[src/rtl/gnf_pkg.sv]
`timescale 1ns / 1ps
// gnf_pkg: shared types, constants and helpers of the grid neighbor fetch unit
// no dependencies; imported by every module of the block

package gnf_pkg;

    // grid geometry and value width
    localparam int MAX_ROWS    = 64;
    localparam int MAX_COLS    = 64;
    localparam int VALUE_BITS  = 64;
    localparam int GRID_DEPTH  = MAX_ROWS * MAX_COLS;
    localparam int ADDR_BITS   = $clog2(GRID_DEPTH);
    localparam int ROW_BITS    = $clog2(MAX_ROWS);
    localparam int COL_BITS    = $clog2(MAX_COLS);
    localparam int DIM_BITS    = 7;
    localparam int IDX_BITS    = 13;
    localparam int CELLS_BITS  = 2 * DIM_BITS;

    localparam logic [63:0] VALUE_MASK = {64{1'b1}} >> (64 - VALUE_BITS);

    // command codes
    localparam logic CMD_WRITE = 1'b0;
    localparam logic CMD_QUERY = 1'b1;

    // direction code of the queried cell itself
    localparam logic [3:0] DIR_SELF = 4'd8;

    // configuration register indexes
    localparam int          CFG_IDX_BITS  = 3;
    localparam int          CFG_DATA_BITS = 7;
    localparam logic [2:0]  CFG_NUM_ROWS  = 3'd0;
    localparam logic [2:0]  CFG_NUM_COLS  = 3'd1;
    localparam logic [2:0]  CFG_MOORE     = 3'd2;
    localparam logic [2:0]  CFG_ADD_SELF  = 3'd3;
    localparam logic [2:0]  CFG_WRAP      = 3'd4;

    // input item
    typedef struct packed {
        logic                    command;
        logic [IDX_BITS-1:0]     cell_index;
        logic [63:0]             write_value;
    } t_in_item;

    // result item
    typedef struct packed {
        logic [63:0]             neighbor_value;
        logic                    is_missing;
        logic [3:0]              direction;
        logic                    last_of_query;
    } t_out_item;

    // effective configuration seen by front and back
    typedef struct packed {
        logic [DIM_BITS-1:0]     rows;
        logic [DIM_BITS-1:0]     cols;
        logic [CELLS_BITS-1:0]   cells;
        logic                    moore;
        logic                    add_self;
        logic                    wrap;
    } t_cfg;

    // classified command passed from front to back
    typedef struct packed {
        logic                    is_query;
        logic                    in_range;
        logic [ADDR_BITS-1:0]    addr;
        logic [ROW_BITS-1:0]     row;
        logic [COL_BITS-1:0]     col;
        logic [63:0]             value;
    } t_cmd;

    // zero reads as one, anything above the maximum as the maximum
    function automatic logic [DIM_BITS-1:0] clamp_dim(input logic [DIM_BITS-1:0] v,
                                                      input logic [DIM_BITS-1:0] maxv);
        logic [DIM_BITS-1:0] res;
        if (v == '0) begin
            res = DIM_BITS'(1);
        end else if (v > maxv) begin
            res = maxv;
        end else begin
            res = v;
        end
        return res;
    endfunction

endpackage

[src/rtl/gnf_front.sv]
`timescale 1ns / 1ps
// gnf_front: accepts input items, checks the index range and splits query
// indexes into row and column with a radix-2 divider; depends on gnf_pkg

module gnf_front (
    input  logic             i_clk,
    input  logic             i_rst_n,
    input  gnf_pkg::t_cfg    i_cfg,
    input  logic             i_push,
    output logic             o_full,
    input  gnf_pkg::t_in_item i_item,
    output logic             o_cmd_push,
    input  logic             i_cmd_full,
    output gnf_pkg::t_cmd    o_cmd
);
    import gnf_pkg::*;

    typedef enum logic [1:0] {S_IDLE, S_DIV, S_PUSH} t_state;

    t_state                 r_state;
    t_cmd                   r_cmd;
    logic [ADDR_BITS-1:0]   r_rem;
    logic [COL_BITS-1:0]    r_quo;
    logic [2:0]             r_step;

    logic                   idx_ok;
    logic [ADDR_BITS-1:0]   lin_addr;
    logic [ADDR_BITS-1:0]   trial;
    logic                   ge;
    logic [ADDR_BITS-1:0]   n_rem;
    logic [COL_BITS-1:0]    n_quo;

    // range check and zero-based address of the incoming item
    always_comb begin
        idx_ok   = (i_item.cell_index != '0) &&
                   ({1'b0, i_item.cell_index} <= i_cfg.cells);
        lin_addr = idx_ok ? ADDR_BITS'(i_item.cell_index - IDX_BITS'(1)) : '0;
    end

    // one quotient bit per cycle, quotient known to fit the column width
    always_comb begin
        trial = ADDR_BITS'({{(ADDR_BITS-DIM_BITS){1'b0}}, i_cfg.rows} << r_step);
        ge    = (r_rem >= trial);
        n_rem = ge ? (r_rem - trial) : r_rem;
        n_quo = r_quo;
        n_quo[r_step] = ge;
    end

    // control and item registers
    always_ff @(posedge i_clk) begin
        if (!i_rst_n) begin
            r_state <= S_IDLE;
        end else begin
            unique case (r_state)
                S_IDLE: begin
                    if (i_push) begin
                        r_cmd.is_query <= (i_item.command == CMD_QUERY);
                        r_cmd.in_range <= idx_ok;
                        r_cmd.addr     <= lin_addr;
                        r_cmd.row      <= '0;
                        r_cmd.col      <= '0;
                        r_cmd.value    <= i_item.write_value & VALUE_MASK;
                        r_rem          <= lin_addr;
                        r_quo          <= '0;
                        r_step         <= 3'(COL_BITS - 1);
                        r_state        <= (i_item.command == CMD_QUERY) ? S_DIV : S_PUSH;
                    end
                end
                S_DIV: begin
                    r_rem <= n_rem;
                    r_quo <= n_quo;
                    if (r_step == '0) begin
                        r_cmd.row <= ROW_BITS'(n_rem);
                        r_cmd.col <= n_quo;
                        r_state   <= S_PUSH;
                    end else begin
                        r_step <= r_step - 3'd1;
                    end
                end
                S_PUSH: begin
                    if (!i_cmd_full) begin
                        r_state <= S_IDLE;
                    end
                end
                default: r_state <= S_IDLE;
            endcase
        end
    end

    assign o_full     = (r_state != S_IDLE);
    assign o_cmd_push = (r_state == S_PUSH) && !i_cmd_full;
    assign o_cmd      = r_cmd;

endmodule

[config.mk]
export PLATFORM = sky130hd
export DESIGN_NAME = gnf_front
export DESIGN_NICKNAME = d
export VERILOG_FILES = /design/src/rtl/gnf_pkg.sv /design/src/rtl/gnf_front.sv
export SDC_FILE = /design/constraint.sdc
export NUM_CORES = 1
export LEC_CHECK = 0
export ABC_AREA = 0
export BUFFER_PORTS_ARGS = -buffer_cell sky130_fd_sc_hd__buf_2
export CAP_MARGIN = 20
export CORE_ASPECT_RATIO = 1.25
export CORE_MARGIN = 2
export CORE_UTILIZATION = 44
export DETAILED_ROUTE_END_ITERATION = 16
export PLACE_DENSITY = 0.78
export SYNTH_ARGS = -nofsm -noshare
export SYNTH_HDL_FRONTEND = slang
export SYNTH_SLANG_ARGS = --single-unit
[constraint.sdc]
create_clock -name i_clk -period 3.55 [get_ports i_clk]
set_clock_uncertainty 0.1 [all_clocks]
set_input_delay 0.1775 -clock i_clk [delete_from_list [all_inputs] [get_ports i_clk]]
set_output_delay 0.1775 -clock i_clk [all_outputs]
set_load 0.02 [all_outputs]
After elaboration in Yosys (flattened, before gate mapping)
Cells that the tools add are included.
{ "totals": {"reg_bits": 113, "in_bits": 113, "out_inout_bits": 92} }
{ "op_classes": {"n_addsub": 3, "order_cmp": 4, "eq_ne": 7, "shifts": 1, "muxes": 20, "reduce_logical": 15} }
{ "ops": {"columns": ["operator", "count"], "rows": [
  ["$mux 76", 1],
  ["$mux 12", 4],
  ["$pmux 12 s2", 2],
  ["$le 13x14->1", 1],
  ["$reduce_bool 13->1", 1],
  ["$ge 12x12->1", 1],
  ["$pmux 6 s2", 1],
  ["$reduce_and 4->1", 3],
  ["$shl 7x3->12", 1],
  ["$sub 12x1->12 const B", 1],
  ["$sub 12x12->12", 1],
  ["$ne 2x2->1 const B", 5],
  ["$reduce_and 3->1", 3],
  ["$mux 2", 4],
  ["$bwmux 6", 1],
  ["$mux 3", 2],
  ["$mux 6", 1],
  ["$pmux 2 s3", 1],
  ["$pmux 3 s2", 1],
  ["$lt 3x4->1 const B", 1],
  ["$reduce_bool 2->1", 2],
  ["$demux 1 s3", 1],
  ["$ge 3x1->1 const B", 1],
  ["$logic_and 1x1->1", 3],
  ["other kinds (7)", 7]
]} }

Depth between registers and ports, before layout
Gate-level depths: netlist of run 1.
{ "logic_depth": {"word_depth": 7, "depth_mapped": 14, "ltp_nobuf": 12} }

Worst setup path after synthesis of run 1
Ideal clock, no wire load.
{ "synth_path": {"kind": "reg2reg", "start": "register r_step[1]", "end": "register r_rem[10] (enable)", "arrival_ns": 2.960, "t_required_ns": 3.100, "path_slack_ns": 0.140, "stages_incl_launch_ff": 14, "path_buffers": 3, "period_less_slack_ns": 3.410, "path_cell_list": "edfxtp_1 -> clkbuf_1 -> clkbuf_1 -> a211oi_1 -> a21oi_1 -> nand2_1 -> ha_1 -> a21oi_1 -> a21oi_1 -> nor3_1 -> o21ai_1 -> clkbuf_1 -> nor2_1 -> nor2_1"} }
{ "synth_between": {"elab_chain_cells": 4} }
{ "synth_lines": {"columns": ["item", "line", "source"], "rows": [
  ["start: declaration", "gnf_front.sv:24", "logic [2:0] r_step;"],
  ["start signal: assignment", "gnf_front.sv:65", "r_step <= 3'(COL_BITS - 1);"],
  ["start signal: assignment", "gnf_front.sv:77", "r_step <= r_step - 3'd1;"],
  ["$shl 7x3->12", "gnf_front.sv:42", "trial = ADDR_BITS'({{(ADDR_BITS-DIM_BITS){1'b0}}, i_cfg.rows} << r_step);"],
  ["$ge 12x12->1", "gnf_front.sv:43", "ge = (r_rem >= trial);"],
  ["$ne 2x2->1 (no line)", null, null],
  ["$reduce_and 4->1 (no line)", null, null],
  ["end signal: assignment", "gnf_front.sv:63", "r_rem <= lin_addr;"],
  ["end signal: assignment", "gnf_front.sv:70", "r_rem <= n_rem;"],
  ["end: declaration", "gnf_front.sv:22", "logic [ADDR_BITS-1:0] r_rem;"]
]} }
No other way between the ends.
A chain may end at the register's enable or synchronous reset.

Final worst setup path of run 1
{ "layout_path": {"start": "register r_step[0]", "end": "register r_rem[1], data pin"} }
{ "layout_between": {"elab_chain_cells": 4, "word_cells_on_any_way": 5, "classes_between": "1 x add/sub; 1 x order compare; 1 x shift; 2 x mux"} }
{ "layout_lines": {"columns": ["item", "line", "source"], "rows": [
  ["$shl 7x3->12 (*)", "gnf_front.sv:42", null],
  ["$sub 12x12->12 or $ge 12x12->1 (tied branches)", "gnf_front.sv:44, gnf_front.sv:43", null],
  ["$mux 12 (*)", "gnf_front.sv:44", "n_rem = ge ? (r_rem - trial) : r_rem;"],
  ["$pmux 12 s2 (*)", "gnf_front.sv:54", "unique case (r_state)"]
]} }
Mark *: on every way between the ends. The rest lies on a longest branch, timed or not. The select of a mux whose other input is x is not followed.

==> results of run 1 <==
-- cells in the mapped netlist, types with 8 or more instances --
cell / n / area (sq um)
edfxtp_1: 111 / 3330
nor2_1: 45 / 169
ha_1: 28 / 350
nand2_1: 26 / 97.6
inv_1: 24 / 90.1
a21oi_1: 22 / 110
mux2i_1: 18 / 180
nor3_1: 15 / 75.1
clkbuf_1: 13 / 48.8
nand3_1: 11 / 55.1
xnor2_1: 10 / 87.6
o21ai_0: 9 / 45.0
xor2_1: 8 / 70.1
-- state kept, by name, indices dropped and copies added, names as in the netlist --
| register | cells |
|---|---|
| r_step | 3 |
| r_rem | 12 |
| o_cmd | 90 |
| r_state | 2 |
| r_quo | 6 |
-- power breakdown --
part	switching [uW]	internal [uW]	total (uW)	leakage [uW]
Sequential	24.6	1560	1590	0.00105
Clock	626	1180	1810	0.000308
Combinational	340	258	598	0.00197
-- worst paths after layout --
path / to / slack, ns / cells after the start
worst max-delay path: r_rem[1] / 0.25 / 12
worst max register to register: r_rem[1] / 0.25 / 12
worst min-delay path: r_state[1] / 0.08 / 4
worst min register to register: o_cmd[67] / 0.50 / 2
-- worst max-delay path: stages, from the launching register on --
cell and delay (ns):
edfxtp_1 0.53, inv_1 0.26, a211oi_1 0.07, a21oi_1 0.21, a21oi_1 0.13, ha_1 0.40, nand3_1 0.13, a21oi_1 0.27
nor3_1 0.09, o21ai_1 0.17, buf_4 0.25, mux2i_1 0.28, o21ai_0 0.11
-- metal layers --
metal / track usage [%] / wire length, um / part of all wire [%]
met1: 23.7 / 5340 / 39
met2: 38.7 / 7400 / 53
met3: 4.63 / 720 / 5.2
met4: 11.3 / 384 / 2.8
met5: 0 / 0 / 0
-- through the flow --
stage / util [%] / total power [uW]
floorplan: - / 1950
global placement: 55.3 / 2120
detailed placement: 55.3 / 2140
CTS: 66.5 / 4010
global route: 66.6 / 4140
finish: 66.6 / 3990
-- placed cells by master (no fill, tap or decap), types with 2 or more instances in the layout --
cell type / count
nand4b_1: 2
or4_4: 2
o21bai_1: 2
clkinv_4: 4
dfxtp_1: 2
inv_1: 24
ha_1: 28
nor3_1: 15
xnor2_1: 10
buf_4: 10
clkbuf_16: 17
o21ai_0: 9
nand2_1: 26
dlygate4sd3_1: 67
o22ai_1: 2
and4_1: 2
nor2b_1: 5
buf_2: 194
mux2i_1: 18
or3_1: 3
o21a_1: 6
a21o_1: 5
a211oi_1: 2
nand3_1: 11
and3_2: 3
xor2_1: 8
o32ai_1: 6
edfxtp_1: 111
clkinv_1: 2
nor2_1: 45
inv_6: 5
nand4_1: 7
bufinv_16: 4
a21oi_1: 22
-- cells by family (layout without fill, tap and decap cells) --
kind of cell	Yosys count	after routing	synth area share (%)
AO/OA/AOI/OAI	62	62	7.50
buffers and inverters	40	327	3.05
adder cells (fa/ha/maj)	29	29	7.00
flip-flops	113	113	63.8
multiplexers	20	20	4.04
XOR/XNOR	18	18	2.98
AND/OR/NAND/NOR	128	128	11.7
-- cell type report --
class,instances,area [sq um],area share (%)
clock buffer,17,425,5.47
sequential,113,3370,43.4
timing repair buffer,271,1720,22.1
clock inverter,15,206,2.66
tap,161,201,2.59
multi-input combinational,257,1760,22.6
inverter,24,90.1,1.16
-- what timing repair did --
item | 4_1_cts | 5_1_grt
hold endpoints to repair | 68 | 0
hold buffers | 67 | 0
endpoints found under the setup margin | 0 | 7
buffers inserted | 0 | 2
==> impl_metrics.json, run 1 <==
{
  "timing.final.crit_share_pct": 93.0,
  "fillers": 901,
  "worstMarginPinSlew_ns": 1.02,
  "synthFlopType": "edfxtp_1",
  "clock.fmax_mhz": 303,
  "maxSlewHeadroom_pct": 31.7,
  "htreeDepth": 4,
  "pre_cts_ws_ns": 0.282,
  "grt_max_degree": 79,
  "routed_wl_mm": 13.8,
  "drv_slew": 0,
  "seq_area_frac_synth_pct": 63.8,
  "setup-tns-final_ns": 0,
  "p_leak_uw": 0.00333,
  "post-dp-hpwl_mm": 9.17,
  "stdcell_count": 858,
  "syn_area_sq_um": 5290,
  "drc": 0,
  "vias_per_cell": 5.01,
  "worstSkewPairLatency_ns": 0.41,
  "rsz0062_at_grt": "no",
  "drt_iter0_drc": 259,
  "die_x_um": 102,
  "cap_violations": 0,
  "vias": 4298,
  "critPathKind": "flop to flop",
  "cp-end-kind": "flop",
  "areaGrowthSynthToFinish_pct": 46.9,
  "finalWeightedCongestion": 0.851,
  "wl_per_cell_um": 16.1,
  "synth_async_sr_flop_share_pct": 0,
  "min_from": "i_push",
  "ant_nets": 0,
  "critPathMaxFanout": 13,
  "grt_usage_pct": 21.7,
  "diodes": 0,
  "clk_pin_slew_ns": 0.05,
  "layout_min_cycle_time_ns": 3.30,
  "antenna_found_initial": 0,
  "clkSinkCount": 113,
  "cts_tree": "yes",
  "crit_start": "r_step[0]",
  "grt_pass1_wl_mm": 21.2,
  "io_buffers": 194,
  "holdWs_ns": 0.0754,
  "cts_made_buffers": 17,
  "startpoint_type": "flop",
  "overflow": 0,
  "post_dp_cell_area_sq_um": 6460,
  "syn_avg_cell_area_sq_um": 12.9,
  "post_cts_resized": 0,
  "core-area_sq_um": 11700,
  "start_util_pct": 45.3,
  "layout_setup_ws_ns": 0.247,
  "yosys_warnings": 0,
  "cp.arrival_ns": 3.32,
  "final_nets": 826,
  "synth-seq-cells": 113,
  "synth_cell_types": 48,
  "setup_viol": 0,
  "power_density_nw_per_um2": 514,
  "die_h_um": 127,
  "cts_root_buffer": "clkbuf_16",
  "status": "completed",
  "pin_count": 205,
  "syn_nets": 552,
  "clock_path_buffers": 2,
  "ir_drop_uv": 238,
  "min_path_type": "primary input to flop",
  "syn_inst": 410,
  "final_cell_area_sq_um": 7770,
  "dr.pass1.iters": 5,
  "rows": 44,
  "dp.cells": 757,
  "design.die.area_sq_um": 12900,
  "drive_gt1_share_pct": 34.9,
  "rr_startpoint": "r_step[0]",
  "cp.required_ns": 3.57,
  "grt_pass1_vias": 4396,
  "hold_viol": 0,
  "synth_edf_count": 111
}
Power figures use the tool's default switching activity.
==> inputs of run 2 (changes only) <==
Settings changed: REMOVE_ABC_BUFFERS set to 1.
==> run 2 against run 1 <==
  * First-iteration DRC count is 51% lower
  * Global-route usage is 1.6 points lower
  * Core utilization hardly changed
  * Sequential power hardly changed
  * Die area stayed put
  * Critical path depth is 1 higher
  * Count of clock-buffer cells in the layout stayed put
  * Clock power is 9.9% lower
  * Sequential share of layout area hardly changed
  * Worst setup slack better by 0.059 ns
  * Critical path type unchanged
  * Largest cell class unchanged
  * Largest power group unchanged
  * Highest routed layer unchanged
==> impl_metrics.json, run 2 (synthesis gave the netlist of run 1 again) <==
{
  "die_x_um": 102,
  "start_util_pct": 45.3,
  "post-dp-hpwl_mm": 8.97,
  "core-area_sq_um": 11700,
  "rows": 44,
  "diodes": 0,
  "power_density_nw_per_um2": 490,
  "cap_violations": 0,
  "clock_path_buffers": 2,
  "startpoint_type": "flop",
  "timing.final.crit_share_pct": 91.4,
  "design.die.area_sq_um": 12900,
  "worstMarginPinSlew_ns": 0.995,
  "slowest_stage": "edfxtp_1",
  "drc": 0,
  "dp.cells": 758,
  "antenna_found_initial": 0,
  "setup_viol": 0,
  "ff_latch_area_sq_um": 3370,
  "finalWeightedCongestion": 0.913,
  "routed_wl_mm": 13.2,
  "multiInputGateArea_sq_um": 1760,
  "min_path_type": "primary input to flop",
  "grt_max_degree": 79,
  "stdcell_count": 866,
  "wl_per_cell_um": 15.2,
  "final_cell_mix": "buf_2, edfxtp_1, dlygate4sd3_1, nor2_1, ha_1",
  "grt_usage_pct": 20.1,
  "dr.pass1.iters": 4,
  "drt_iter0_drc": 127,
  "final_common_cell": "buf_2",
  "status": "completed",
  "vias": 4310,
  "largest_reg_flops": 90,
  "crit_path_max_incr_delay_ns": 0.49,
  "cts_made_buffers": 17,
  "clk_pin_slew_ns": 0.06,
  "htreeDepth": 4,
  "cp-end-kind": "flop",
  "setup-tns-final_ns": 0,
  "post_cts_resized": 0,
  "grt_pass1_vias": 4382,
  "critPathMaxFanout": 13,
  "vias_per_cell": 4.98,
  "die_h_um": 127,
  "ir_drop_uv": 329,
  "worstPathBufferInverterCount": 2,
  "p_leak_uw": 0.00333,
  "ant_nets": 0,
  "pin_count": 205,
  "areaGrowthSynthToFinish_pct": 47.0,
  "cpMostUsedCell": "a21oi_1",
  "reg2regPathDepth": 13,
  "drive_gt1_share_pct": 35.9,
  "grt_pass1_wl_mm": 20.2,
  "cp.arrival_ns": 3.26,
  "drv_slew": 0,
  "path_depth": 13,
  "worstSkewPairLatency_ns": 0.40,
  "rsz0062_at_grt": "no",
  "cts_root_buffer": "clkbuf_16",
  "crit_chain": "buf_4 -> nor2b_1 -> a211oi_1 -> a21oi_1 -> nand2_1 -> ha_1 -> a21oi_1 -> a21oi_1 -> nor3_1 -> o21ai_1 -> buf_4 -> mux2i_1 -> o21ai_0",
  "cts_tree": "yes",
  "fillers": 885,
  "cp.required_ns": 3.57,
  "path_delay_family": "compound AO/OA/AOI/OAI gates",
  "maxSlewHeadroom_pct": 33.7,
  "final_nets": 834,
  "overflow": 0,
  "hold_viol": 0,
  "clkSinkCount": 113,
  "io_buffers": 194,
  "whs_path_depth": 4,
  "critPathKind": "flop to flop",
  "layout_min_cycle_time_ns": 3.24,
  "clock.fmax_mhz": 308
}
run 2: layout make-up:
cell class              count  share of cell area, %
flip-flops and latches    113                   43.4
clock inverters            15                   1.93
well taps                 161                   2.59
clock buffers              17                   5.47
inverters                  24                   1.16
repair buffers            279                   22.8
multi-input cells         257                   22.6
run 2: repair_timing:
item                                    4_1_cts  5_1_grt
hold buffers                                 67        0
endpoints found under the setup margin        0       17
endpoints found under the hold margin        68        0
setup buffers                                 0        9
run 2: final timing paths:
| path | from | endpoint | slack (ns) |
|---|---|---|---|
| setup / recovery | r_step[1] | r_rem[4] | 0.31 |
| hold / removal | i_push | r_state[1] | 0.08 |
| setup reg to reg | r_step[1] | r_rem[4] | 0.31 |
| hold reg to reg | r_quo[3] | o_cmd[67] | 0.49 |
run 2: worst min-delay path, cell delays in order:
cell and delay [ns]:
buf_2 0.12, nand2_1 0.05, nor2_1 0.08, o21a_1 0.12
run 2: power breakdown:
part / switching (uW) / internal (uW)
Sequential: 24.3 / 1560
Combinational: 335 / 262
Clock: 642 / 983
run 2: per-layer routing:
layer	up-vias	global-route usage [%]	wire length (um)
met2	151	37.0	6980
met4	0	6.43	189
met3	16	5.01	904
li1	2102	-	-
met5	-	0	0
met1	2041	22.3	5080
run 2: per-stage QoR:
stage | setup WS, ns | util, % | instance area (sq um) | hold WS [ns] | total power [uW]
finish | 0.306 | 66.6 | 7770 | 0.0830 | 3810
global route | 0.0271 | 66.6 | 7770 | 0.0938 | 3960
CTS | 0.189 | 66.1 | 7710 | 0.0634 | 3830
detailed placement | 0.194 | 55.4 | 6460 | 0.256 | 2140
global placement | 0.361 | 55.4 | 6460 | 0.254 | 2120
floorplan | 0.129 | - | 5220 | 0.176 | 1940
