**src/rtl/gnf_pkg.sv**
```systemverilog
`timescale 1ns / 1ps
// gnf_pkg: shared types, constants and helpers of the grid neighbor fetch unit
// no dependencies; imported by every module of the block

package gnf_pkg;

    // grid geometry and value width
    localparam int MAX_ROWS    = 64;
    localparam int MAX_COLS    = 64;
    localparam int VALUE_BITS  = 64;
    localparam int GRID_DEPTH  = MAX_ROWS * MAX_COLS;
    localparam int ADDR_BITS   = $clog2(GRID_DEPTH);
    localparam int ROW_BITS    = $clog2(MAX_ROWS);
    localparam int COL_BITS    = $clog2(MAX_COLS);
    localparam int DIM_BITS    = 7;
    localparam int IDX_BITS    = 13;
    localparam int CELLS_BITS  = 2 * DIM_BITS;

    localparam logic [63:0] VALUE_MASK = {64{1'b1}} >> (64 - VALUE_BITS);

    // command codes
    localparam logic CMD_WRITE = 1'b0;
    localparam logic CMD_QUERY = 1'b1;

    // direction code of the queried cell itself
    localparam logic [3:0] DIR_SELF = 4'd8;

    // configuration register indexes
    localparam int          CFG_IDX_BITS  = 3;
    localparam int          CFG_DATA_BITS = 7;
    localparam logic [2:0]  CFG_NUM_ROWS  = 3'd0;
    localparam logic [2:0]  CFG_NUM_COLS  = 3'd1;
    localparam logic [2:0]  CFG_MOORE     = 3'd2;
    localparam logic [2:0]  CFG_ADD_SELF  = 3'd3;
    localparam logic [2:0]  CFG_WRAP      = 3'd4;

    // input item
    typedef struct packed {
        logic                    command;
        logic [IDX_BITS-1:0]     cell_index;
        logic [63:0]             write_value;
    } t_in_item;

    // result item
    typedef struct packed {
        logic [63:0]             neighbor_value;
        logic                    is_missing;
        logic [3:0]              direction;
        logic                    last_of_query;
    } t_out_item;

    // effective configuration seen by front and back
    typedef struct packed {
        logic [DIM_BITS-1:0]     rows;
        logic [DIM_BITS-1:0]     cols;
        logic [CELLS_BITS-1:0]   cells;
        logic                    moore;
        logic                    add_self;
        logic                    wrap;
    } t_cfg;

    // classified command passed from front to back
    typedef struct packed {
        logic                    is_query;
        logic                    in_range;
        logic [ADDR_BITS-1:0]    addr;
        logic [ROW_BITS-1:0]     row;
        logic [COL_BITS-1:0]     col;
        logic [63:0]             value;
    } t_cmd;

    // zero reads as one, anything above the maximum as the maximum
    function automatic logic [DIM_BITS-1:0] clamp_dim(input logic [DIM_BITS-1:0] v,
                                                      input logic [DIM_BITS-1:0] maxv);
        logic [DIM_BITS-1:0] res;
        if (v == '0) begin
            res = DIM_BITS'(1);
        end else if (v > maxv) begin
            res = maxv;
        end else begin
            res = v;
        end
        return res;
    endfunction

endpackage

```
**src/rtl/gnf_cmd_queue.sv**
```systemverilog
`timescale 1ns / 1ps
// gnf_cmd_queue: two-entry queue of classified commands between front and back
// depends on gnf_pkg

module gnf_cmd_queue (
    input  logic           i_clk,
    input  logic           i_rst_n,
    input  logic           i_push,
    output logic           o_full,
    input  gnf_pkg::t_cmd  i_data,
    input  logic           i_pop,
    output logic           o_empty,
    output gnf_pkg::t_cmd  o_data
);
    import gnf_pkg::*;

    t_cmd        r_slot [2];
    logic        r_wr_ptr;
    logic        r_rd_ptr;
    logic [1:0]  r_count;

    // storage
    always_ff @(posedge i_clk) begin
        if (i_push) begin
            r_slot[r_wr_ptr] <= i_data;
        end
    end

    // pointers and fill level
    always_ff @(posedge i_clk) begin
        if (!i_rst_n) begin
            r_wr_ptr <= 1'b0;
            r_rd_ptr <= 1'b0;
            r_count  <= '0;
        end else begin
            if (i_push) begin
                r_wr_ptr <= ~r_wr_ptr;
            end
            if (i_pop) begin
                r_rd_ptr <= ~r_rd_ptr;
            end
            r_count <= r_count + 2'(i_push) - 2'(i_pop);
        end
    end

    assign o_full  = (r_count == 2'd2);
    assign o_empty = (r_count == 2'd0);
    assign o_data  = r_slot[r_rd_ptr];

endmodule

```
**config.mk**
```make
export PLATFORM = sky130hd
export DESIGN_NAME = gnf_cmd_queue
export DESIGN_NICKNAME = d
export VERILOG_FILES = /design/src/rtl/gnf_pkg.sv /design/src/rtl/gnf_cmd_queue.sv
export SDC_FILE = /design/constraint.sdc
export NUM_CORES = 1
export LEC_CHECK = 0
export ABC_AREA = 1
export BUFFER_PORTS_ARGS = -buffer_cell sky130_fd_sc_hd__buf_2
export CAP_MARGIN = 30
export CORE_UTILIZATION = 55
export CTS_BUF_LIST = sky130_fd_sc_hd__clkbuf_8
export DETAILED_ROUTE_END_ITERATION = 7
export PLACE_DENSITY = 0.83
export SLEW_MARGIN = 20
export SYNTH_ARGS = -nofsm -noshare
export SYNTH_HDL_FRONTEND = slang
export SYNTH_SLANG_ARGS = --single-unit
```
**constraint.sdc**
```tcl
create_clock -name i_clk -period 5.9 [get_ports i_clk]
set_clock_uncertainty 0.2 [all_clocks]
set_input_delay 0.59 -clock i_clk [delete_from_list [all_inputs] [get_ports i_clk]]
set_output_delay 0.59 -clock i_clk [all_outputs]
set_load 0.005 [all_outputs]
```
# ---- Yosys cells after proc, flatten, opt, wreduce, memory -nomap -nowiden
# Memories as Yosys holds them, arrays and structs flattened. A register that Yosys moved wholly into a read port is not among the register bits.
# Index checks and enable logic that the tools add are counted.
dict set report op_classes {
  add_sub_neg 2
  eq_ne 1
  mux 4
  n_bitwise 2
  n_reduce_logical 1
}
# op count
set ops {}
lappend ops {{2-to-1 mux 1 bit} 4}
lappend ops {{adder 2 x 1 -> 2 bit} 1}
lappend ops {{equality test 2 bit (second input constant)} 1}
lappend ops {{logical NOT 2 bit} 1}
lappend ops {{NOT 1 bit} 2}
lappend ops {{subtractor 2 x 1 -> 2 bit} 1}
dict set report word_totals {
  reg_bits 4
  mem_bits_rw 180
  mem_count 1
}
# memory words width rd rd_clocked_by_memory_dff wr line
set mem_list {}
lappend mem_list {r_slot 2 90 1 1 1 gnf_cmd_queue.sv:17} ;# t_cmd r_slot [2];

# ---- Logic depth before layout (Yosys ltp)
# Gate-level depths: netlist of run 1.
dict set report depth {
  ltp_word 3
  ltp_mapped 9
  ltp_nobuf 9
}

# ---- Least setup slack after synthesis of run 1
# No wires, ideal clock.
dict set report synth_path {
  kind {in2reg}
  start {input i_push}
  end {memory r_slot[0][0] in the netlist's numbering (enable)}
  t_arrival_ps 4399
  setup_slack_ps 760
  cell_stages 2
  path_buffers 0
  cell_sequence {inv_1 > nor2_1}
}
dict set report synth_via {
  elab_chain_cells 2
}
# item line
set synth_lines {}
lappend synth_lines {{from (decl)} gnf_cmd_queue.sv:8} ;# input logic i_push,
lappend synth_lines {{2-to-1 mux 1 bit} gnf_cmd_queue.sv:24} ;# if (i_push) begin
lappend synth_lines {{2-to-1 mux 1 bit (not written as such)} gnf_cmd_queue.sv:25} ;# r_slot[r_wr_ptr] <= i_data;
lappend synth_lines {{to (decl)} gnf_cmd_queue.sv:17}
# No other way between the ends.

==> qor_table.md, run 1 <==
| Quantity | Value | Unit |
|---|---|---|
| Die width | 116 | um |
| Setup fix buffers added after clock tree synthesis | 0 | - |
| Clock-pin transition on the worst setup and hold timing paths | 0.09 | ns |
| Arrival time of data at the critical path endpoint | 2.29 | ns |
| Synth Cell Area | 7170 | sq um |
| TritonCTS clock tree | yes | - |
| Part of the power in registers | 0.586 | - |
| Hold buffer count at cts | 0 | - |
| Top flip-flop cell by instance count after synthesis | sky130_fd_sc_hd__edfxtp_1 | - |
| Peak fanout along the critical path | 34 | - |
| Power share of the clock group | 0.310 | - |
| Min cycle time layout | 3.08 | ns |
| Final count of negative-setup-slack endpoints | 0 | - |
| Sw frac | 0.210 | - |
| Area leader, netlist | sky130_fd_sc_hd__edfxtp_1 | - |
| Number of global-route vias before repair | 3,523 | - |
| WS Path Type | register to output port | - |
| Slowest-stage cell, CP | sky130_fd_sc_hd__dfxtp_4 | - |
| Worst IR drop on VDD | 209 | uV |
| Number of flops mapped to enable cells by yosys | 180 | - |
| Main area contributors after synthesis | sky130_fd_sc_hd__edfxtp_1, sky130_fd_sc_hd__mux2_4, sky130_fd_sc_hd__buf_12 | - |
| Worst slew margin | 0.581 | - |
| Post-synthesis cell count | 313 | - |
| Die Footprint | 13,500 | sq um |
| Nets in the synthesized netlist | 409 | - |
| Yosys cell types | 11 | - |
| Transition time at the pin with the least slew margin | 0.628 | ns |
| Count leader, synth | sky130_fd_sc_hd__edfxtp_1 | - |
| Aggregate global routing overflow | 0 | - |
| Worst path max stage delay | 0.72 | ns |
| Number of max-slew violations in the final report | 0 | - |
| Global Route Usage Sum | 0.179 | - |
| Via density per instance | 5.01 | - |
| Post-route setup TNS | 0 | ns |
| CP Launch Type | register | - |
| Number of antenna violations at the first check in global routing | 0 | - |
| Number of remaining DRC errors | 0 | - |
| Highest Clock Rate | 324 | MHz |
| Layout Nets | 608 | - |
| Detailed-routing iteration count for the pre-antenna-repair pass | 4 | - |
| Total of flip-flops plus latches after synthesis | 185 | - |
| Hold WC Path Type | input port to register | - |
| Yosys warns | 0 | - |
| Total of fill cells in the finished design | 854 | - |
| Depth of the CTS H-tree | 4 | - |
| Part of the Yosys area used for sequential elements | 0.767 | - |
| Setup slack after placement | 3.27 | ns |
| Top cells by instance count after synthesis | sky130_fd_sc_hd__edfxtp_1, sky130_fd_sc_hd__mux2_4, sky130_fd_sc_hd__buf_12, sky130_fd_sc_hd__nor2_1, sky130_fd_sc_hd__nand2_1 | - |
| Max-cap viol count | 0 | - |
| LEAKAGE | 0.00346 | uW |
| Result of the run | finished, final reports clean | - |
| Internal power component | 2090 | uW |
| Top cell type's share of synthesized area | 0.754 | - |
| Share of power burned in combinational logic | 0.104 | - |
| IO buf count | 185 | - |
| Power density over the cells | 308 | nW/um^2 |
| RD Place Congestion | 0.719 | - |
| Inserted Clock Buffers | 17 | - |
| Std-Cell Core Area | 12,700 | sq um |
| Crit path capture type | output port | - |
| Half-perimeter wire length of the detailed placement result | 8.15 | mm |
| Setup repair after global routing missed its margin | false | - |
| Detailed router's first-iteration violation count | 171 | - |
| Cells resized by post-CTS repair | 0 | - |
| Max Buffers Root-to-Sink | 2 | - |
| Clock root buffer | sky130_fd_sc_hd__clkbuf_8 | - |
| Req. time, crit path | 5.11 | ns |
| Count of boundary I/O pins | 186 | - |
| Total inserted antenna cells | 0 | - |
| Number of hold-slack violations in the final timing report | 0 | - |
| Final Worst Setup Slack | 2.82 | ns |
| Total length of routed wires | 11.9 | mm |
| Flop2flop setup slack | 3.67 | ns |
| Die boundary height | 116 | um |
| Layout overhead on the synthesized area | 19.6 | % |
| DR WL/cell | 17.0 | um |
| FP Rows | 41 | - |
| Worst path cell trace | buf_4 > mux2_4 > buf_2 | - |
| Clock insertion delay at the later pin of the skew report | 0.44 | ns |
| Mean area per synthesized cell | 22.9 | sq um |
| Fraction of synthesis flops using an asynchronous set or reset pin | 0 | - |
| Net switching power figure | 556 | uW |
| Initial core utilization | 0.566 | - |
| Share of cells above drive strength 1 | 0.592 | - |
| Fraction of the cycle the final worst path needs | 0.523 | - |
| Clock sink count | 185 | - |
| First-pass GRT wire length | 17.3 | mm |
| Final antenna-violating net count | 0 | - |
| Number of vias after detailed routing | 3,495 | - |
| Largest net degree at the start of global routing | 47 | - |
## state kept, by name (all words and copies together) (netlist names), named ones only
signal / flops
r_slot: 180
r_rd_ptr: 1
r_wr_ptr: 1
r_count: 2
## layout by cell type, fill, tap and decap left out, types with 3 or more instances in the layout
master                         n
sky130_fd_sc_hd__buf_2       185
sky130_fd_sc_hd__nor2_1        8
sky130_fd_sc_hd__mux2_4       90
sky130_fd_sc_hd__clkbuf_8     17
sky130_fd_sc_hd__clkinvlp_4    3
sky130_fd_sc_hd__nand2_1       8
sky130_fd_sc_hd__buf_4         4
sky130_fd_sc_hd__bufinv_16     3
sky130_fd_sc_hd__dfxtp_1       4
sky130_fd_sc_hd__inv_1         8
sky130_fd_sc_hd__clkinv_2      3
sky130_fd_sc_hd__edfxtp_1    180
## per-layer routing
metal | vias to the layer above | GRT usage | share of wire
li1 | 1614 | - | -
met4 | 0 | 0.0726 | 0.013
met2 | 135 | 0.312 | 0.52
met1 | 1730 | 0.200 | 0.39
met5 | - | 0 | 0
met3 | 16 | 0.0649 | 0.075
## power by group through the flow
stage	Combinational, uW	Clock [uW]	Sequential [uW]
2_1_floorplan	181	0	1570
3_3_place_gp	260	0	1580
3_5_place_dp	278	0	1580
4_1_cts	279	837	1550
5_1_grt	300	891	1550
6_report	275	820	1550
## path summary, 6_finish.rpt
check                  endpoint       start  cells past startpoint
setup / recovery     o_data[68]    register                      3
hold / removal    r_slot[1][68]  i_data[68]                      1
setup reg to reg  r_slot[1][34]    r_wr_ptr                      3
hold reg to reg        register    r_rd_ptr                      2
## cell type report
class / instances / area [sq um] / area share
clock buffer: 17 / 234 / 0.0273
clock inverter: 15 / 160 / 0.0187
inverter: 7 / 28.8 / 0.00335
multi-input combinational: 111 / 1460 / 0.170
sequential: 185 / 5510 / 0.642
tap: 172 / 215 / 0.0251
timing repair buffer: 190 / 976 / 0.114
## worst max-delay path, delay by kind of cell, from the launching register on
kind     cells  cell delay [ns]
mux          1             0.35
buf+inv      2             0.74
flops        1             0.72
## cells by family (layout without fill, tap and decap cells)
group                      Yosys count  after routing  share of synthesized area
AOI/OAI and AO/OA                    1              1                   0.000697
buffers and inverters               17            229                     0.0304
adders and majority gates            2              2                    0.00349
DFF                                185            185                      0.767
and+or+nand+nor                     18             18                    0.00959
muxes                               90             90                      0.188
## metrics by stage
stage	hold slack, ns	cell area, sq um	utilization	cells	total power, uW
2_1_floorplan	0.263	7170	-	313	1750
3_3_place_gp	0.276	8170	0.645	664	1840
3_5_place_dp	0.297	8190	0.646	665	1860
4_1_cts	0.0936	8580	0.677	697	2660
5_1_grt	0.0989	8580	0.677	697	2740
6_report	0.128	8580	0.677	697	2640
Note: power is estimated with default switching activity, not from simulation.
==> run 2: changes to the inputs <==
--- a/config.mk
+++ b/config.mk
@@ -5,13 +5,13 @@
 export SDC_FILE = /design/constraint.sdc
 export NUM_CORES = 1
 export LEC_CHECK = 0
-export ABC_AREA = 1
+export ABC_AREA = 0
 export BUFFER_PORTS_ARGS = -buffer_cell sky130_fd_sc_hd__buf_2
 export CAP_MARGIN = 30
-export CORE_UTILIZATION = 55
+export CORE_UTILIZATION = 49
 export CTS_BUF_LIST = sky130_fd_sc_hd__clkbuf_8
 export DETAILED_ROUTE_END_ITERATION = 7
-export PLACE_DENSITY = 0.83
+export PLACE_DENSITY = 0.78
 export SLEW_MARGIN = 20
 export SYNTH_ARGS = -nofsm -noshare
 export SYNTH_HDL_FRONTEND = slang
==> constraint.sdc (replaced) <==
create_clock -name i_clk -period 2.6 [get_ports i_clk]
set_clock_uncertainty 0.2 [all_clocks]
set_input_delay 0.26 -clock i_clk [delete_from_list [all_inputs] [get_ports i_clk]]
set_output_delay 0.26 -clock i_clk [all_outputs]
set_load 0.005 [all_outputs]
==> run 2 against run 1 <==
  * Area after synthesis is the same
  * Sequential share of layout area shrank 6.9 points
  * Non-clock buffer count grew 94
  * Largest cell class unchanged
==> qor_table.md, run 2 <==
| Quantity | Value | Unit | vs previous |
|---|---|---|---|
| Result of the run | finished, final reports clean | - |  |
| Min cycle time layout | 2.13 | ns |  |
| Instance count on the critical path | 3 | - | unchanged |
| Clock insertion delay at the later pin of the skew report | 0.45 | ns | about the same |
| Std-Cell Core Area | 14,100 | sq um | +11% |
| Number of global-route vias before repair | 3,999 | - | +14% |
| First-pass GRT wire length | 19.9 | mm | +15% |
| Clock sink count | 185 | - | unchanged |
| Setup repair after global routing missed its margin | false | - |  |
| Number of max-slew violations in the final report | 0 | - | unchanged |
| Area leader, netlist | sky130_fd_sc_hd__edfxtp_1 | - |  |
| Top cell type's share of synthesized area | 0.754 | - | unchanged |
| Part of the Yosys area used for sequential elements | 0.767 | - | unchanged |
| Launch instance of the worst register-to-register path | r_wr_ptr | - |  |
| Mean area per synthesized cell | 23.8 | sq um | +4.0% |
| Top cells by instance count after synthesis | sky130_fd_sc_hd__edfxtp_1, sky130_fd_sc_hd__mux2_4, sky130_fd_sc_hd__buf_12 | - |  |
| Clock root buffer | sky130_fd_sc_hd__clkbuf_8 | - |  |
| Setup slack after placement | 0.892 | ns | -2.37 ns |
| Crit path capture type | output port | - |  |
| Top flip-flop cell by instance count after synthesis | sky130_fd_sc_hd__edfxtp_1 | - |  |
| Leading cell types in the layout, fill and taps excluded | sky130_fd_sc_hd__buf_2, sky130_fd_sc_hd__edfxtp_1, sky130_fd_sc_hd__dlygate4sd3_1 | - |  |
| Transition time at the pin with the least slew margin | 0.518 | ns | -0.109 ns |
| Total area of multi-input combinational cells | 1480 | sq um | +1.5% |
| Depth of the CTS H-tree | 4 | - | unchanged |
| Max Buffers Root-to-Sink | 2 | - | unchanged |
| Hold WC Path Type | input port to register | - |  |
| Number of remaining DRC errors | 0 | - | unchanged |
| Worst path max stage delay | 0.38 | ns | -0.34 ns |
| Layout overhead on the synthesized area | 34.0 | % |  |
| Yosys warns | 0 | - | unchanged |
| Req. time, crit path | 2.14 | ns | -2.97 ns |
| Total inserted antenna cells | 0 | - | unchanged |
| Die Footprint | 15,100 | sq um | +12% |
| Number of vias after detailed routing | 3,769 | - | +7.8% |
| FP Rows | 43 | - | +4.9% |
| RD Place Congestion | 0.706 | - | -1.9% |
| Post-route setup TNS | 0 | ns | unchanged |
| Setup fix buffers added after clock tree synthesis | 0 | - | unchanged |
| Slowest-stage cell, CP | sky130_fd_sc_hd__dfxtp_4 | - |  |
| Post-synthesis cell count | 301 | - | -3.8% |
| Max reg flops | 180 | - | unchanged |
| Reg2Reg Capture Point | r_wr_ptr | - |  |
| Clock-pin transition on the worst setup and hold timing paths | 0.09 | ns | about the same |
| IO buf count | 185 | - | unchanged |
| Die boundary height | 123 | um | +5.8% |
| Top Family by Delay on Critical Path | buffers and inverters | - |  |
| Global Route Usage Sum | 0.181 | - | +0.00245 |
| Overall Power | 6440 | uW | +140% |
| Total length of routed wires | 13.5 | mm | +14% |
| Inserted Clock Buffers | 17 | - | unchanged |
| Detailed-routing iteration count for the pre-antenna-repair pass | 4 | - | unchanged |
| Biggest regs | r_slot (180), r_count (2) | - |  |
| Flop2flop setup slack | 0.69 | ns | -2.98 ns |
| Count leader, synth | sky130_fd_sc_hd__edfxtp_1 | - |  |
| Layout Nets | 690 | - | +13% |
| Peak fanout along the critical path | 49 | - | +44% |
| Power density over the cells | 670 | nW/um^2 | +120% |
| Share of cells above drive strength 1 | 0.511 | - | -0.0817 |
| Worst path cell trace | buf_12 > mux2_4 > buf_2 | - |  |
| Number of antenna violations at the first check in global routing | 0 | - | unchanged |
| Aggregate global routing overflow | 0 | - | unchanged |
| Worst slew margin | 0.654 | - | +0.0730 |
| Highest Clock Rate | 470 | MHz |  |
| Arrival time of data at the critical path endpoint | 1.67 | ns | -0.62 ns |
| Total of flip-flops plus latches after synthesis | 185 | - | unchanged |
| WS Path Type | register to output port | - |  |
| Sequential cell area | 5510 | sq um | unchanged |
| Hold slack | 0.335 | ns | +0.206 ns |
| Die width | 123 | um | +5.8% |
| Total of fill cells in the finished design | 910 | - | +6.6% |
| Via density per instance | 4.79 | - | -4.5% |
| DR WL/cell | 17.1 | um | +0.72% |
| Final Worst Setup Slack | 0.474 | ns | -2.34 ns |
| Nets in the synthesized netlist | 397 | - | -2.9% |
| TritonCTS clock tree | yes | - |  |
| Detailed router's first-iteration violation count | 239 | - | +40% |
| Most common cell after layout, fill and taps aside | sky130_fd_sc_hd__buf_2 | - |  |
| Count of boundary I/O pins | 186 | - | unchanged |
| Register with the highest flop count | r_slot | - |  |
| Main area contributors after synthesis | sky130_fd_sc_hd__edfxtp_1, sky130_fd_sc_hd__mux2_4, sky130_fd_sc_hd__buf_12 | - |  |
| Number of hold-slack violations in the final timing report | 0 | - | unchanged |
| Max-cap viol count | 0 | - | unchanged |
| Synth Cell Area | 7170 | sq um | unchanged |
| Crit path to | o_data[79] | - |  |
| Half-perimeter wire length of the detailed placement result | 7.64 | mm | -6.2% |
| CP Launch Type | register | - |  |
| Final count of negative-setup-slack endpoints | 0 | - | unchanged |
| Final antenna-violating net count | 0 | - | unchanged |
| Largest net degree at the start of global routing | 92 | - | +96% |
| Number of cells traversed by the worst register-to-register path | 4 | - | +1 |
| Initial core utilization | 0.509 | - | -0.0572 |
| Fraction of the cycle the final worst path needs | 0.818 | - |  |
| Fraction of synthesis flops using an asynchronous set or reset pin | 0 | - | unchanged |
| CP bufs+invs | 2 | - | unchanged |
| Number of flops mapped to enable cells by yosys | 180 | - | unchanged |
| Worst IR drop on VDD | 369 | uV | +77% |
| Yosys cell types | 13 | - | +2 |
| LEAKAGE | 0.00388 | uW | +12% |
## run 2: changes by cell type after synthesis, sizes merged
cell,change
a21oi,-1
nand3,-1
and2,+4
nor2b,+4
nor2,-8
xor2,+1
nand2,-8
o21a,+1
inv,-5
xnor3,+1
## run 2: layout make-up
class,instances,area share
sequential,185,0.573
timing repair buffer,284,0.203
multi-input combinational,104,0.154
clock buffer,18,0.0258
tap,180,0.0234
clock inverter,14,0.0199
inverter,2,0.000781
## run 2: cell families after synthesis
logic type                 Yosys count  share of synthesized area
DFF                                185                      0.767
muxes                               90                      0.188
buffers and inverters               12                     0.0277
and+or+nand+nor                      9                    0.00750
xor gates and xnor gates             2                    0.00436
adders and majority gates            2                    0.00349
AOI/OAI and AO/OA                    1                    0.00105
## run 2: worst min-delay path by stage
stage	slack (ns)	from	cells past startpoint	to
floorplan	0.16	i_data[0]	0	r_slot[0][0]
global placement	0.25	i_data[14]	1	r_slot[1][14]
detailed placement	0.25	i_data[51]	1	r_slot[0][51]
CTS	0.29	i_data[53]	2	r_slot[0][53]
global route	0.30	i_data[75]	2	r_slot[0][75]
finish	0.33	i_data[51]	2	r_slot[1][51]
## run 2: per-layer routing
metal / global-route usage / routed length [um] / vias up
li1: - / - / 1770
met1: 0.212 / 5510 / 1850
met2: 0.314 / 7070 / 137
met3: 0.0535 / 763 / 12
met4: 0.0723 / 145 / 0
met5: 0 / 0 / -
## run 2: repair_timing
action,CTS,global route
hold buffers,94,0
hold endpoints to repair,185,0
gates resized for setup,0,0
endpoints found under the setup margin,0,0
## run 2: power by group
| part | switching [uW] | leakage [uW] | internal (uW) | total [uW] |
|---|---|---|---|---|
| logic | 347 | 0.00191 | 516 | 863 |
| clock network | 940 | 0.000239 | 1150 | 2090 |
| registers | 50.0 | 0.00173 | 3440 | 3490 |
## run 2: metrics by stage
stage | cell area (sq um) | cells | utilization
floorplan | 7180 | 301 | -
global placement | 8230 | 661 | 0.584
detailed placement | 8230 | 661 | 0.584
CTS | 9610 | 787 | 0.682
global route | 9610 | 787 | 0.682
finish | 9610 | 787 | 0.682
==> run 3: changes to the inputs <==
--- a/config.mk
+++ b/config.mk
@@ -8,10 +8,10 @@
 export ABC_AREA = 0
 export BUFFER_PORTS_ARGS = -buffer_cell sky130_fd_sc_hd__buf_2
 export CAP_MARGIN = 30
-export CORE_UTILIZATION = 49
+export CORE_UTILIZATION = 55
 export CTS_BUF_LIST = sky130_fd_sc_hd__clkbuf_8
 export DETAILED_ROUTE_END_ITERATION = 7
-export PLACE_DENSITY = 0.78
+export PLACE_DENSITY = 0.83
 export SLEW_MARGIN = 20
 export SYNTH_ARGS = -nofsm -noshare
 export SYNTH_HDL_FRONTEND = slang
==> constraint.sdc (replaced) <==
create_clock -name i_clk -period 2.1 [get_ports i_clk]
set_clock_uncertainty 0.2 [all_clocks]
set_input_delay 0.21 -clock i_clk [delete_from_list [all_inputs] [get_ports i_clk]]
set_output_delay 0.21 -clock i_clk [all_outputs]
set_load 0.005 [all_outputs]
==> run 3 against run 2 <==
  * Register-to-register slack worse by 0.31 ns
  * Cell count decreased by 0.13%
  * First-iteration DRC count down 8.4%
  * Die area fell by 11%
  * Flip-flop and latch count unchanged
  * Combinational power rose by 30%
  * Cell area rose by 1.3%
  * Critical path type unchanged
  * Largest cell class unchanged
  * Largest power group unchanged
==> qor_table.md, run 3 (synthesis results as in run 2) <==
| Quantity | Value | Unit | vs previous |
|---|---|---|---|
| Share of cells above drive strength 1 | 0.521 | - | +0.0105 |
| Req. time, crit path | 1.69 | ns | -0.45 ns |
| Depth of the CTS H-tree | 4 | - | unchanged |
| Setup slack after placement | 0.369 | ns | -0.523 ns |
| Setup repair after global routing missed its margin | true | - |  |
| TritonCTS clock tree | yes | - |  |
| Number of global-route vias before repair | 3,955 | - | -1.1% |
| Min cycle time layout | 2.07 | ns |  |
| Final count of negative-setup-slack endpoints | 0 | - | unchanged |
| Aggregate global routing overflow | 0 | - | unchanged |
| Fraction of the cycle the final worst path needs | 0.985 | - |  |
| Inserted Clock Buffers | 17 | - | unchanged |
| Number of max-slew violations in the final report | 0 | - | unchanged |
| Leading cell types in the layout, fill and taps excluded | sky130_fd_sc_hd__buf_2, sky130_fd_sc_hd__edfxtp_1, sky130_fd_sc_hd__dlygate4sd3_1 | - |  |
| Result of the run | finished, final reports clean | - |  |
| Worst path cell trace | bufbuf_16 > mux2_4 > buf_2 | - |  |
| Crit path capture type | output port | - |  |
| Number of hold-slack violations in the final timing report | 0 | - | unchanged |
| Transition time at the pin with the least slew margin | 0.305 | ns | -0.214 ns |
| Layout overhead on the synthesized area | 35.8 | % |  |
| Part of the power in registers | 0.543 | - | about the same |
| Clock insertion delay at the later pin of the skew report | 0.44 | ns | about the same |
| Post-Route Utilization | 0.769 | - | +0.0868 |
| Placed Cells | 654 | - | -1.1% |
| Final Worst Setup Slack | 0.0311 | ns | -0.443 ns |
| IO buf count | 185 | - | unchanged |
| Max reg flops | 180 | - | unchanged |
| Max Buffers Root-to-Sink | 2 | - | unchanged |
| Detail Route met2 WL | 7.13 | mm | +0.88% |
| Worst slew margin | 0.797 | - | +0.143 |
| Die Footprint | 13,500 | sq um | -11% |
| Highest metal layer with signal wires | met4 | - |  |
| Initial core utilization | 0.566 | - | +0.0572 |
| Number of vias after detailed routing | 3,800 | - | +0.82% |
| Half-perimeter wire length of the detailed placement result | 7.89 | mm | +3.2% |
| Hold WC Path Type | input port to register | - |  |
| First-pass GRT wire length | 19.7 | mm | -0.98% |
| Clock sink count | 185 | - | unchanged |
| Amount of wire on met3 after detailed routing | 821 | um | +7.6% |
| Arrival time of data at the critical path endpoint | 1.66 | ns | about the same |
| Highest Clock Rate | 483 | MHz |  |
| Worst IR drop on VDD | 495 | uV | +34% |
| CP bufs+invs | 2 | - | unchanged |
| Clock root buffer | sky130_fd_sc_hd__clkbuf_8 | - |  |
| Count of boundary I/O pins | 186 | - | unchanged |
| Top Family by Delay on Critical Path | buffers and inverters | - |  |
| Layout Nets | 697 | - | +1.0% |
| Die width | 116 | um | -5.5% |
| Clock-pin transition on the worst setup and hold timing paths | 0.09 | ns | about the same |
| Post-route setup TNS | 0 | ns | unchanged |
| Most common cell after layout, fill and taps aside | sky130_fd_sc_hd__buf_2 | - |  |
| Number of antenna violations at the first check in global routing | 0 | - | unchanged |
| Peak fanout along the critical path | 21 | - | -57% |
| Sw frac | 0.209 | - | +0.00150 |
| Global Route Usage Sum | 0.205 | - | +0.0232 |
| Via density per instance | 4.83 | - | +0.95% |
| Die boundary height | 116 | um | -5.5% |
| Std-Cell Core Area | 12,700 | sq um | -10% |
| Total length of routed wires | 13.9 | mm | +3.3% |
| Share of power burned in combinational logic | 0.141 | - | +0.007 |
| Hold slack | 0.277 | ns | -0.0571 ns |
| Register with the highest flop count | r_slot | - |  |
| RD Place Congestion | 0.675 | - | -4.3% |
| Total inserted antenna cells | 0 | - | unchanged |
| Net switching power figure | 1660 | uW | +24% |
| Detailed-route wire length on metal 1 | 5.72 | mm | +4.0% |
| FP Rows | 41 | - | -4.7% |
| Number of cells in the finished layout apart from fillers | 786 | - | -0.13% |
| LEAKAGE | 0.00393 | uW | +1.4% |
| Detailed router's first-iteration violation count | 219 | - | -8.4% |
| Power share of the clock group | 0.316 | - | -0.008 |
| DR WL/cell | 17.7 | um | +3.4% |
| Final antenna-violating net count | 0 | - | unchanged |
| Largest net degree at the start of global routing | 51 | - | -45% |
| Biggest regs | r_slot (180), r_count (2) | - |  |
| Max-cap viol count | 0 | - | unchanged |
| Worst path max stage delay | 0.40 | ns | +0.02 ns |
| Power density over the cells | 817 | nW/um^2 | +22% |
| Detailed-routing iteration count for the pre-antenna-repair pass | 4 | - | unchanged |
| Number of remaining DRC errors | 0 | - | unchanged |
| CP Launch Type | register | - |  |
| Slowest-stage cell, CP | sky130_fd_sc_hd__dfxtp_4 | - |  |
| WS Path Type | register to output port | - |  |
| Internal power component | 6300 | uW | +23% |
[run 3: worst paths after layout]
check	startpoint	to	slack, ns	cells after the start
worst max-delay path	register	o_data[28]	0.03	3
worst min-delay path	i_data[13]	r_slot[0][13]	0.28	2
worst max register to register	r_wr_ptr	r_wr_ptr	0.38	4
worst min register to register	r_rd_ptr	register	0.41	2
[run 3: per-stage QoR]
| stage | total power, uW | cell area, sq um |
|---|---|---|
| 6_report | 7960 | 9740 |
| 5_1_grt | 8240 | 9740 |
| 4_1_cts | 7980 | 9700 |
| 3_5_place_dp | 5330 | 8260 |
| 3_3_place_gp | 5290 | 8260 |
| 2_1_floorplan | 5000 | 7180 |
[run 3: power by group through the flow]
stage / clock (uW) / combinational, uW / sequential, uW
4_1_cts: 2560 / 1100 / 4320
6_report: 2510 / 1120 / 4330
3_3_place_gp: 0 / 891 / 4400
5_1_grt: 2700 / 1200 / 4340
2_1_floorplan: 0 / 607 / 4390
3_5_place_dp: 0 / 917 / 4420
[run 3: layer usage]
layer,track usage,vias up
met5,0,-
met4,0.0957,0
li1,-,1784
met2,0.360,149
met1,0.233,1845
met3,0.0545,22
[run 3: what timing repair did]
item / in CTS / in global routing
resized for setup: 1 / 1
setup endpoints to repair: 80 / 48
pin swaps: 0 / 0
cloned: 1 / 2
hold buffers: 94 / 0
endpoints found under the hold margin: 185 / 0
buffers inserted: 3 / 0
[run 3: final cells by class]
cell class | count | area [sq um]
flip-flops and latches | 185 | 5510
fillers | 693 | 2930
repair buffers | 291 | 2090
multi-input cells | 104 | 1480
clock buffers | 19 | 262
well taps | 172 | 215
clock inverters | 13 | 179
inverters | 2 | 7.51
[run 3: worst reg2reg max path, delay by kind of cell, from the launching register on]
kind	cells	cell delay (ns)
compound gates	1	0.16
buf+inv	2	0.79
simple gates	1	0.17
flops	1	0.34
